==> src/design/lpm_pkg.sv <==
package lpm_pkg;

    localparam int TableDepth = 16;
    localparam int NumIfaces = 4;
    localparam logic [15:0] ImplicitMetric = 16'd30;
    localparam int RegIndexW = 3;

    typedef enum logic [2:0] {
        OP_ADD = 3'd0,
        OP_DEL = 3'd1,
        OP_LOOKUP = 3'd2,
        OP_SET_NH = 3'd3,
        OP_SET_IF = 3'd4
    } t_opcode;

    typedef enum logic [2:0] {
        ST_OK = 3'd0,
        ST_EXISTS = 3'd1,
        ST_NOT_FOUND = 3'd2,
        ST_FULL = 3'd3,
        ST_BAD_IFACE = 3'd4
    } t_status;

    localparam logic [RegIndexW-1:0] REG_IFACE0 = 3'd0;
    localparam logic [RegIndexW-1:0] REG_IFACE1 = 3'd1;
    localparam logic [RegIndexW-1:0] REG_IFACE2 = 3'd2;
    localparam logic [RegIndexW-1:0] REG_IFACE3 = 3'd3;
    localparam logic [RegIndexW-1:0] REG_PREFIXES = 3'd4;
    localparam logic [RegIndexW-1:0] REG_ENABLES = 3'd5;

    typedef struct packed {
        logic [2:0] opcode;
        logic [31:0] address;
        logic [5:0] prefix_len;
        logic [15:0] metric;
        logic [31:0] next_hop;
        logic iface_given;
        logic [1:0] iface_index;
        logic [15:0] route_id;
    } t_in_item;

    typedef struct packed {
        logic [2:0] status;
        logic found;
        logic implicit;
        logic [15:0] result_id;
        logic [31:0] result_next_hop;
        logic result_has_iface;
        logic [1:0] result_iface;
        logic [5:0] result_prefix;
        logic [15:0] result_metric;
    } t_out_item;

    typedef enum logic [2:0] {
        S_IDLE,
        S_SCAN,
        S_IFSCAN,
        S_FINISH,
        S_OUT
    } t_state;

    // Controller to datapath.
    typedef struct packed {
        logic load;
        logic scan_clear;
        logic scan_step;
        logic if_clear;
        logic if_step;
        logic finish;
    } t_cmd;

    // Datapath to controller.
    typedef struct packed {
        logic scan_last;
        logic if_last;
        logic need_ifscan;
        logic no_result;
    } t_sts;

    function automatic logic [5:0] sat_prefix(input logic [5:0] p);
        return (p > 6'd32) ? 6'd32 : p;
    endfunction

    function automatic logic [31:0] prefix_mask(input logic [5:0] p);
        logic [31:0] m;
        m = '0;
        for (int b = 0; b < 32; b++) begin
            if (32 - b <= int'(p)) begin
                m[b] = 1'b1;
            end
        end
        return m;
    endfunction

endpackage

==> src/design/lpm_ctrl.sv <==
module lpm_ctrl (
    input logic i_clk,
    input logic i_rst_n,
    input logic i_valid,
    input logic i_out_stall,
    input lpm_pkg::t_sts i_sts,
    output logic o_in_stall,
    output logic o_valid,
    output lpm_pkg::t_cmd o_cmd
);
    import lpm_pkg::*;

    t_state r_state, n_state;

    always_ff @(posedge i_clk) begin
        if (!i_rst_n) begin
            r_state <= S_IDLE;
        end else begin
            r_state <= n_state;
        end
    end

    always_comb begin
        n_state = r_state;
        o_cmd = '0;
        o_in_stall = 1'b1;
        o_valid = 1'b0;
        unique case (r_state)
            S_IDLE: begin
                o_in_stall = 1'b0;
                if (i_valid) begin
                    o_cmd.load = 1'b1;
                    o_cmd.scan_clear = 1'b1;
                    n_state = S_SCAN;
                end
            end
            S_SCAN: begin
                o_cmd.scan_step = 1'b1;
                if (i_sts.scan_last) begin
                    o_cmd.if_clear = 1'b1;
                    n_state = S_IFSCAN;
                end
            end
            S_IFSCAN: begin
                if (i_sts.need_ifscan) begin
                    o_cmd.if_step = 1'b1;
                    if (i_sts.if_last) begin
                        n_state = S_FINISH;
                    end
                end else begin
                    n_state = S_FINISH;
                end
            end
            S_FINISH: begin
                o_cmd.finish = 1'b1;
                n_state = i_sts.no_result ? S_IDLE : S_OUT;
            end
            S_OUT: begin
                o_valid = 1'b1;
                if (!i_out_stall) begin
                    n_state = S_IDLE;
                end
            end
            default: n_state = S_IDLE;
        endcase
    end

endmodule

==> src/design/lpm_dp.sv <==
module lpm_dp #(
    parameter int TABLE_DEPTH = lpm_pkg::TableDepth,
    parameter int NUM_IFACES = lpm_pkg::NumIfaces
) (
    input logic i_clk,
    input logic i_rst_n,
    input lpm_pkg::t_in_item i_item,
    input logic i_cfg_we,
    input logic [lpm_pkg::RegIndexW-1:0] i_cfg_index,
    input logic [31:0] i_cfg_data,
    input lpm_pkg::t_cmd i_cmd,
    output lpm_pkg::t_sts o_sts,
    output lpm_pkg::t_out_item o_item
);
    import lpm_pkg::*;

    localparam int IdxW = (TABLE_DEPTH > 1) ? $clog2(TABLE_DEPTH) : 1;

    // Per-entry storage in flip-flops, read at the scan index and at the selected result index.
    logic [TABLE_DEPTH-1:0] r_valid;
    logic [31:0] r_net [TABLE_DEPTH];
    logic [5:0] r_pfx [TABLE_DEPTH];
    logic [15:0] r_met [TABLE_DEPTH];
    logic [31:0] r_nh [TABLE_DEPTH];
    logic r_bnd [TABLE_DEPTH];
    logic [1:0] r_ifc [TABLE_DEPTH];
    logic [15:0] r_id [TABLE_DEPTH];
    logic [15:0] r_next_id;

    logic [31:0] r_if_addr [4];
    logic [23:0] r_if_pfx;
    logic [3:0] r_if_en;

    t_in_item r_in;
    logic [31:0] r_net_in;
    logic [5:0] r_p_in;
    logic [IdxW-1:0] r_k;
    logic [1:0] r_i;

    logic r_ex_hit, r_id_hit, r_free_hit, r_best_hit, r_if_hit;
    logic [IdxW-1:0] r_ex_k, r_id_k, r_free_k, r_best_k;
    logic [5:0] r_best_p, r_if_p;
    logic [15:0] r_best_m, r_best_id;
    logic [1:0] r_if_best;
    t_out_item r_out;

    logic [31:0] e_net;
    logic [5:0] e_pfx;
    logic [15:0] e_met, e_id;
    logic e_bnd, e_val, ex_m, id_m, lk_m, better;
    logic [1:0] e_ifc;
    logic [5:0] ip;
    logic i_ok_cur, if_m, given_bad, any_bad;
    logic [IdxW-1:0] sel_k;
    t_out_item n_out;
    logic do_write_add, do_del, do_nh, do_if;

    assign e_val = r_valid[r_k];
    assign e_net = r_net[r_k];
    assign e_pfx = r_pfx[r_k];
    assign e_met = r_met[r_k];
    assign e_bnd = r_bnd[r_k];
    assign e_ifc = r_ifc[r_k];
    assign e_id = r_id[r_k];

    assign ex_m = e_val && e_net == r_net_in && e_pfx == r_p_in && e_met == r_in.metric;
    assign id_m = e_val && e_id == r_in.route_id;
    assign lk_m = e_val && !(r_in.iface_given && e_bnd && e_ifc != r_in.iface_index)
        && ((r_in.address ^ e_net) & prefix_mask(e_pfx)) == 32'd0;
    assign better = !r_best_hit || e_pfx > r_best_p
        || (e_pfx == r_best_p && (e_met < r_best_m
        || (e_met == r_best_m && e_id >= r_best_id)));

    function automatic logic iface_ok(input logic [1:0] i, input logic [3:0] en);
        return (int'(i) < NUM_IFACES) && en[i];
    endfunction

    assign ip = sat_prefix(r_if_pfx[6*r_i +: 6]);
    assign i_ok_cur = iface_ok(r_i, r_if_en);
    assign if_m = i_ok_cur && !(r_in.iface_given && r_i != r_in.iface_index)
        && ((r_in.address ^ r_if_addr[r_i]) & prefix_mask(ip)) == 32'd0;
    assign any_bad = !iface_ok(r_in.iface_index, r_if_en);
    assign given_bad = r_in.iface_given && any_bad;

    assign o_sts.scan_last = (int'(r_k) == TABLE_DEPTH - 1);
    assign o_sts.if_last = (int'(r_i) == NUM_IFACES - 1);
    assign o_sts.need_ifscan = (r_in.opcode == OP_LOOKUP) && !r_best_hit && !given_bad;
    assign o_sts.no_result = (r_in.opcode > OP_SET_IF);
    assign o_item = r_out;

    always_comb begin
        n_out = '0;
        sel_k = r_best_k;
        do_write_add = 1'b0;
        do_del = 1'b0;
        do_nh = 1'b0;
        do_if = 1'b0;
        unique case (r_in.opcode)
            OP_ADD: begin
                if (r_ex_hit) begin
                    n_out.status = ST_EXISTS;
                    sel_k = r_ex_k;
                end else if (given_bad) begin
                    n_out.status = ST_BAD_IFACE;
                end else if (!r_free_hit) begin
                    n_out.status = ST_FULL;
                end else begin
                    do_write_add = 1'b1;
                    n_out.result_id = r_next_id;
                    n_out.result_next_hop = r_in.next_hop;
                    n_out.result_has_iface = r_in.iface_given;
                    n_out.result_iface = r_in.iface_given ? r_in.iface_index : 2'd0;
                    n_out.result_prefix = r_p_in;
                    n_out.result_metric = r_in.metric;
                end
            end
            OP_DEL: begin
                sel_k = r_ex_k;
                if (!r_ex_hit) n_out.status = ST_NOT_FOUND;
                else do_del = 1'b1;
            end
            OP_LOOKUP: begin
                if (given_bad) begin
                    n_out.status = ST_BAD_IFACE;
                end else if (r_best_hit) begin
                    n_out.found = 1'b1;
                end else if (r_if_hit) begin
                    n_out.found = 1'b1;
                    n_out.implicit = 1'b1;
                    n_out.result_has_iface = 1'b1;
                    n_out.result_iface = r_if_best;
                    n_out.result_prefix = r_if_p;
                    n_out.result_metric = ImplicitMetric;
                end else begin
                    n_out.status = ST_NOT_FOUND;
                end
            end
            OP_SET_NH: begin
                sel_k = r_id_k;
                if (!r_id_hit) n_out.status = ST_NOT_FOUND;
                else do_nh = 1'b1;
            end
            OP_SET_IF: begin
                sel_k = r_id_k;
                if (!r_id_hit) n_out.status = ST_NOT_FOUND;
                else if (any_bad) n_out.status = ST_BAD_IFACE;
                else do_if = 1'b1;
            end
            default: ;
        endcase
        if ((r_in.opcode == OP_ADD && r_ex_hit) || do_del
            || (r_in.opcode == OP_LOOKUP && !given_bad && r_best_hit)) begin
            n_out.result_id = r_id[sel_k];
            n_out.result_next_hop = r_nh[sel_k];
            n_out.result_has_iface = r_bnd[sel_k];
            n_out.result_iface = r_ifc[sel_k];
            n_out.result_prefix = r_pfx[sel_k];
            n_out.result_metric = r_met[sel_k];
        end
        if (do_nh || do_if) begin
            n_out.result_id = r_id[sel_k];
            n_out.result_next_hop = do_nh ? r_in.next_hop : r_nh[sel_k];
            n_out.result_has_iface = do_if ? 1'b1 : r_bnd[sel_k];
            n_out.result_iface = do_if ? r_in.iface_index : r_ifc[sel_k];
            n_out.result_prefix = r_pfx[sel_k];
            n_out.result_metric = r_met[sel_k];
        end
    end

    always_ff @(posedge i_clk) begin
        if (!i_rst_n) begin
            r_valid <= '0;
            r_next_id <= 16'd1;
            r_if_addr <= '{default: 32'd0};
            r_if_pfx <= '0;
            r_if_en <= '0;
        end else begin
            if (i_cfg_we) begin
                unique case (i_cfg_index)
                    REG_IFACE0: r_if_addr[0] <= i_cfg_data;
                    REG_IFACE1: r_if_addr[1] <= i_cfg_data;
                    REG_IFACE2: r_if_addr[2] <= i_cfg_data;
                    REG_IFACE3: r_if_addr[3] <= i_cfg_data;
                    REG_PREFIXES: r_if_pfx <= i_cfg_data[23:0];
                    REG_ENABLES: r_if_en <= i_cfg_data[3:0];
                    default: ;
                endcase
            end
            if (i_cmd.finish) begin
                if (do_write_add) begin
                    r_valid[r_free_k] <= 1'b1;
                    r_next_id <= (r_next_id == 16'hFFFF) ? 16'd1 : r_next_id + 16'd1;
                end
                if (do_del) r_valid[sel_k] <= 1'b0;
            end
        end
    end

    always_ff @(posedge i_clk) begin
        if (i_cmd.finish) begin
            r_out <= n_out;
            if (do_write_add) begin
                r_net[r_free_k] <= r_net_in;
                r_pfx[r_free_k] <= r_p_in;
                r_met[r_free_k] <= r_in.metric;
                r_nh[r_free_k] <= r_in.next_hop;
                r_bnd[r_free_k] <= r_in.iface_given;
                r_ifc[r_free_k] <= r_in.iface_given ? r_in.iface_index : 2'd0;
                r_id[r_free_k] <= r_next_id;
            end
            if (do_nh) r_nh[sel_k] <= r_in.next_hop;
            if (do_if) begin
                r_bnd[sel_k] <= 1'b1;
                r_ifc[sel_k] <= r_in.iface_index;
            end
        end
        if (i_cmd.load) begin
            r_in <= i_item;
            r_p_in <= sat_prefix(i_item.prefix_len);
            r_net_in <= i_item.address & prefix_mask(sat_prefix(i_item.prefix_len));
        end
        if (i_cmd.scan_clear) begin
            r_k <= '0;
            r_ex_hit <= 1'b0;
            r_id_hit <= 1'b0;
            r_free_hit <= 1'b0;
            r_best_hit <= 1'b0;
            r_ex_k <= '0;
            r_id_k <= '0;
            r_free_k <= '0;
            r_best_k <= '0;
            r_best_p <= '0;
            r_best_m <= '0;
            r_best_id <= '0;
        end else if (i_cmd.scan_step) begin
            if (!o_sts.scan_last) r_k <= r_k + 1'b1;
            if (ex_m && !r_ex_hit) begin
                r_ex_hit <= 1'b1;
                r_ex_k <= r_k;
            end
            if (id_m && !r_id_hit) begin
                r_id_hit <= 1'b1;
                r_id_k <= r_k;
            end
            if (!e_val && !r_free_hit) begin
                r_free_hit <= 1'b1;
                r_free_k <= r_k;
            end
            if (lk_m && better) begin
                r_best_hit <= 1'b1;
                r_best_k <= r_k;
                r_best_p <= e_pfx;
                r_best_m <= e_met;
                r_best_id <= e_id;
            end
        end
        if (i_cmd.if_clear) begin
            r_i <= '0;
            r_if_hit <= 1'b0;
            r_if_p <= '0;
            r_if_best <= '0;
        end else if (i_cmd.if_step) begin
            if (!o_sts.if_last) r_i <= r_i + 2'd1;
            if (if_m && !(r_if_hit && r_if_p > ip)) begin
                r_if_hit <= 1'b1;
                r_if_p <= ip;
                r_if_best <= r_i;
            end
        end
    end

endmodule

==> src/design/lpm_route_table_core.sv <==
// Channel | Direction | Handshake               | Payload
// input   | in        | i_valid / o_in_stall    | i_in_item (t_in_item)
// output  | out       | o_valid / i_out_stall   | o_out_item (t_out_item)
// config  | in        | i_cfg_we                | i_cfg_index, i_cfg_data
//
// After acceptance the scan reads one table entry per cycle through all TABLE_DEPTH entries,
// then one interface per cycle through all NUM_IFACES interfaces when a lookup has no table
// match and no bad given interface (the interface scan is passed over otherwise); then the
// result is formed and offered, but an opcode beyond OP_SET_IF yields no result item at all.
// Reset clears every entry valid bit at once and sets the next id to one.
// The input is stalled from acceptance until the cycle after the result item, if any, is taken.
module lpm_route_table_core #(
    parameter int TABLE_DEPTH = lpm_pkg::TableDepth,
    parameter int NUM_IFACES = lpm_pkg::NumIfaces
) (
    input logic i_clk,
    input logic i_rst_n,
    input logic i_valid,
    output logic o_in_stall,
    input lpm_pkg::t_in_item i_in_item,
    output logic o_valid,
    input logic i_out_stall,
    output lpm_pkg::t_out_item o_out_item,
    input logic i_cfg_we,
    input logic [lpm_pkg::RegIndexW-1:0] i_cfg_index,
    input logic [31:0] i_cfg_data
);
    import lpm_pkg::*;

    t_cmd cmd;
    t_sts sts;

    lpm_ctrl u_ctrl (
        .i_clk(i_clk),
        .i_rst_n(i_rst_n),
        .i_valid(i_valid),
        .i_out_stall(i_out_stall),
        .i_sts(sts),
        .o_in_stall(o_in_stall),
        .o_valid(o_valid),
        .o_cmd(cmd)
    );

    lpm_dp #(
        .TABLE_DEPTH(TABLE_DEPTH),
        .NUM_IFACES(NUM_IFACES)
    ) u_dp (
        .i_clk(i_clk),
        .i_rst_n(i_rst_n),
        .i_item(i_in_item),
        .i_cfg_we(i_cfg_we),
        .i_cfg_index(i_cfg_index),
        .i_cfg_data(i_cfg_data),
        .i_cmd(cmd),
        .o_sts(sts),
        .o_item(o_out_item)
    );

endmodule

==> config.mk <==
export PLATFORM = sky130hd
export DESIGN_NAME = lpm_route_table_core
export DESIGN_NICKNAME = d
export VERILOG_FILES = /design/src/design/lpm_pkg.sv /design/src/design/lpm_ctrl.sv /design/src/design/lpm_dp.sv /design/src/design/lpm_route_table_core.sv
export SDC_FILE = /design/constraint.sdc
export NUM_CORES = 2
export LEC_CHECK = 0
export BUFFER_PORTS_ARGS = -buffer_cell sky130_fd_sc_hd__buf_2
export CORE_ASPECT_RATIO = 1.2
export CORE_MARGIN = 5
export CORE_UTILIZATION = 50
export DETAILED_ROUTE_END_ITERATION = 10
export HOLD_SLACK_MARGIN = 0.1
export PLACE_DENSITY = 0.8
export SKIP_LAST_GASP = 1
export SLEW_MARGIN = 20
export SYNTH_ARGS = -nofsm -noshare
export SYNTH_HDL_FRONTEND = slang
export SYNTH_SLANG_ARGS = --single-unit
==> constraint.sdc <==
create_clock -name i_clk -period 9.7 [get_ports i_clk]
set_input_delay 1.94 -clock i_clk [delete_from_list [all_inputs] [get_ports i_clk]]
set_output_delay 1.94 -clock i_clk [all_outputs]
set_load 0.01 [all_outputs]
==> out/metrics.cfg <==
[outcome]
status=finished, violations left
violations=design-rule violations

[clocking]
postCtsSetupBuffers=0
numCtsBuffers=201
cts.path.max_buffers=3
insertion_delay_ns=0.88
tritoncts=done
hold_buffers=0
cts_num_sinks=2166
ctsResizeCount=0
htree_num_levels=4
root_buffer=clkbuf_16
clkTransAtPathRegs_ns=0.06

[synth]
syn_nets=6848
syn-cell-area_um2=92870
synth_top_flop_cell=edfxtp_1
synthArstFlopShare_pct=0
avgSynthCellArea_um2=13.96
yosysWarningCount=0
yosysUniqueCellTypes=73
synth_edf_count=1898
syn_inst=6654
synth_seq_cells=2166
ys_seq_area_share_pct=67.15

[routing]
drc=5
wl_mm=257.8
post_drt_wl_per_cell_um=27.51
final_antenna_net_count=0
via_count=60990
drt-initial-drc-count=9241
avgViaCountPerCell=6.508
drt-pass1-iter-count=11

[worst_setup_path]
crit_required_ns=10.48
rrSetupSlack_ns=3.67
worst-setup-path-type=flip-flop to flip-flop
end_kind=flip-flop
worst_r2r_path_depth=12
rr_endpoint=u_dp.r_best_id[5]
endpoint=u_dp.r_best_id[5]
startpoint_type=flip-flop
worstPathMaxFanout=52
cp.arrival_ns=6.81

[pwr]
leakagePower_nw=33.87
vdd_ir_drop_max_v=0.0001478
pwr-share-clk_pct=41.4
p_sw_share_pct=22.73
p_sw_mw=4.576
pwr-share-seq_pct=51.6
power_mw=20.13
internal-power_mw=15.55
powerDensity_nw_per_um2=194.6
share_comb_of_total_power_pct=7.0

[flow_run]
cap_violations=0

[timing]
fin_crit_ns=6.034
tightest_slew_ns=1.199
finClkSkew_ns=0.05397
report.final.hold_viol_count=0
maxSlewViolCount=0
setup_viol=0
rsz0062_at_grt=false
tns_ns=0
min_period_over_period_pct=62.21
slew_headroom_pct=19.77
max_freq_mhz=165.7

[layout]
nFillCells=13860
final_nets=6924
area_delta_synth_final_pct=11.40
drive_gt1_share_pct=16.73
mostFrequentLayoutCells=1898 x edfxtp_1, 1711 x nand2_1, 395 x mux4_2
seqCellArea_um2=62380
multi_input_area_um2=28700
mostFrequentLayoutCell=edfxtp_1

[placement]
port_buffers=227
globalplace.congestion=0.8942
dp_hpwl_mm=140.1

[floorplanning]
num_io_pins=228
die_h_um=482.1
core-area_um2=185100
start_util_pct=50.18
die_area_um2=194500
die_x_um=403.4
row_count=173

[global_routing]
grt_max_degree=209
grt_pass1_wl_mm=379.6
antenna_found_initial=29
grt_usage_pct=25.87
grt_pass1_vias=59490
grt_overflow_total=0

[min_path]
min_path_type=flip-flop to flip-flop

## layer usage
metal  vias to the layer above  share of wire [%]  global-route usage [%]
li1                      25320                  -                       -
met1                     30310                 35                   34.26
met2                      4601                 47                   41.05
met3                       746                 13                   6.948
met4                        20                4.3                   10.44
met5                         -              0.053                       0
## logic make-up (layout without fill, tap and decap cells)
kind of cell / Yosys count / after routing / synth area share, %
AOI/OAI and AO/OA: 798 / 798 / 6.498
xor gates and xnor gates: 143 / 143 / 1.349
adders and majority gates: 46 / 46 / 0.6197
buffers and inverters: 520 / 775 / 2.374
DFF: 2166 / 2166 / 67.15
muxes: 477 / 477 / 10.47
other: 0 / 12 / 0
and+or+nand+nor: 2504 / 2504 / 11.54
## area by class of cell
| cell class | instances | area share, % |
|---|---|---|
| Antenna cell | 12 | 0.02903 |
| Inverter | 63 | 0.2358 |
| Timing Repair Buffer | 330 | 1.948 |
| Clock buffer | 232 | 5.092 |
| Clock inverter | 150 | 1.698 |
| Tap cell | 2450 | 2.963 |
| Sequential cell | 2166 | 60.29 |
| Multi-Input combinational cell | 3968 | 27.74 |
## Yosys cell counts (all sizes together) (9+ instances only)
cell type / number / area, um^2
nand4: 18 / 112.6
nor2: 142 / 533.0
a21boi: 164 / 1231
a31oi: 109 / 681.9
nor2b: 38 / 237.7
nor3: 34 / 170.2
and3: 187 / 1170
o21a: 16 / 120.1
a211oi: 36 / 270.3
and2: 18 / 112.6
a21oi: 63 / 315.3
o211ai: 9 / 67.56
nand2: 1713 / 6432
o221a: 16 / 180.2
xnor2: 75 / 656.9
buf: 115 / 684.4
edfxtp: 1898 / 56990
o31ai: 40 / 300.3
xor2: 68 / 595.6
a32o: 28 / 280.3
ha: 46 / 575.6
mux4: 395 / 8896
o21ai: 36 / 180.2
a21o: 16 / 120.1
clkbuf: 342 / 1284
a221o: 9 / 90.09
nand3: 282 / 1411
nor4: 19 / 163.9
inv: 63 / 236.5
mux2i: 77 / 770.7
nand2b: 17 / 106.4
a22oi: 27 / 202.7
a311oi: 184 / 1612
dfxtp: 268 / 5365
## critical path, cell delays in order, from the launching register on
cell and delay (ns):
dfxtp_4 0.83, buf_4 0.83, mux4_2 0.61, mux4_2 0.56
ha_1 0.34, nand4_1 0.13, or2_2 0.35, a211o_1 0.27
o22ai_1 0.46, o211ai_1 0.21, nor4_4 0.20, buf_4 0.68
mux2i_1 0.30
## flip-flops by register name, summed over array words and instances (netlist names), 6 cells and up, named ones only
signal          cells
u_dp.r_net        512
u_dp.r_nh         512
u_dp.r_id         256
u_dp.r_met        256
u_dp.r_if_addr    128
u_dp.r_in         102
u_dp.r_pfx         96
u_dp.o_item        78
u_dp.r_ifc         32
u_dp.r_net_in      32
u_dp.r_if_pfx      24
u_dp.r_best_id     16
u_dp.r_best_m      16
u_dp.r_bnd         16
u_dp.r_next_id     16
u_dp.r_valid       16
u_dp.r_best_p       6
u_dp.r_if_p         6
u_dp.r_p_in         6
## power groups by stage
| stage | Sequential [mW] | Combinational [mW] | Clock [mW] |
|---|---|---|---|
| 2_1_floorplan | 10.5 | 1.08 | 0 |
| 3_3_place_gp | 10.6 | 1.34 | 0 |
| 3_5_place_dp | 10.6 | 1.37 | 0 |
| 4_1_cts | 10.4 | 1.39 | 8.41 |
| 5_1_grt | 10.4 | 1.48 | 8.83 |
| 6_report | 10.4 | 1.41 | 8.34 |
## per-stage QoR
stage / util, % / setup slack [ns] / area [um^2] / hold slack (ns) / cells
2_1_floorplan: - / 0.3246 / 92870 / 0.4347 / 6654
3_3_place_gp: 52.08 / 3.858 / 96390 / 0.4416 / 8977
3_5_place_dp: 52.08 / 3.796 / 96390 / 0.4496 / 8977
4_1_cts: 55.88 / 3.750 / 103400 / 0.4583 / 9359
5_1_grt: 55.89 / 3.402 / 103400 / 0.4748 / 9362
6_report: 55.90 / 3.666 / 103500 / 0.4560 / 9371
## worst min-delay path by stage
stage	from	end	slack (ns)	cells past startpoint
floorplan	u_dp.r_best_id[10]	u_dp.r_best_id[10]	0.43	2
global placement	u_dp.r_best_p[1]	u_dp.r_best_p[1]	0.44	2
detailed placement	u_dp.r_best_id[9]	u_dp.r_best_id[9]	0.45	2
CTS	u_dp.r_best_id[9]	u_dp.r_best_id[9]	0.46	2
global route	u_dp.r_best_m[14]	u_dp.r_best_m[14]	0.47	2
finish	u_dp.r_best_id[9]	u_dp.r_best_id[9]	0.46	2
Note: power is estimated with default switching activity, not from simulation.
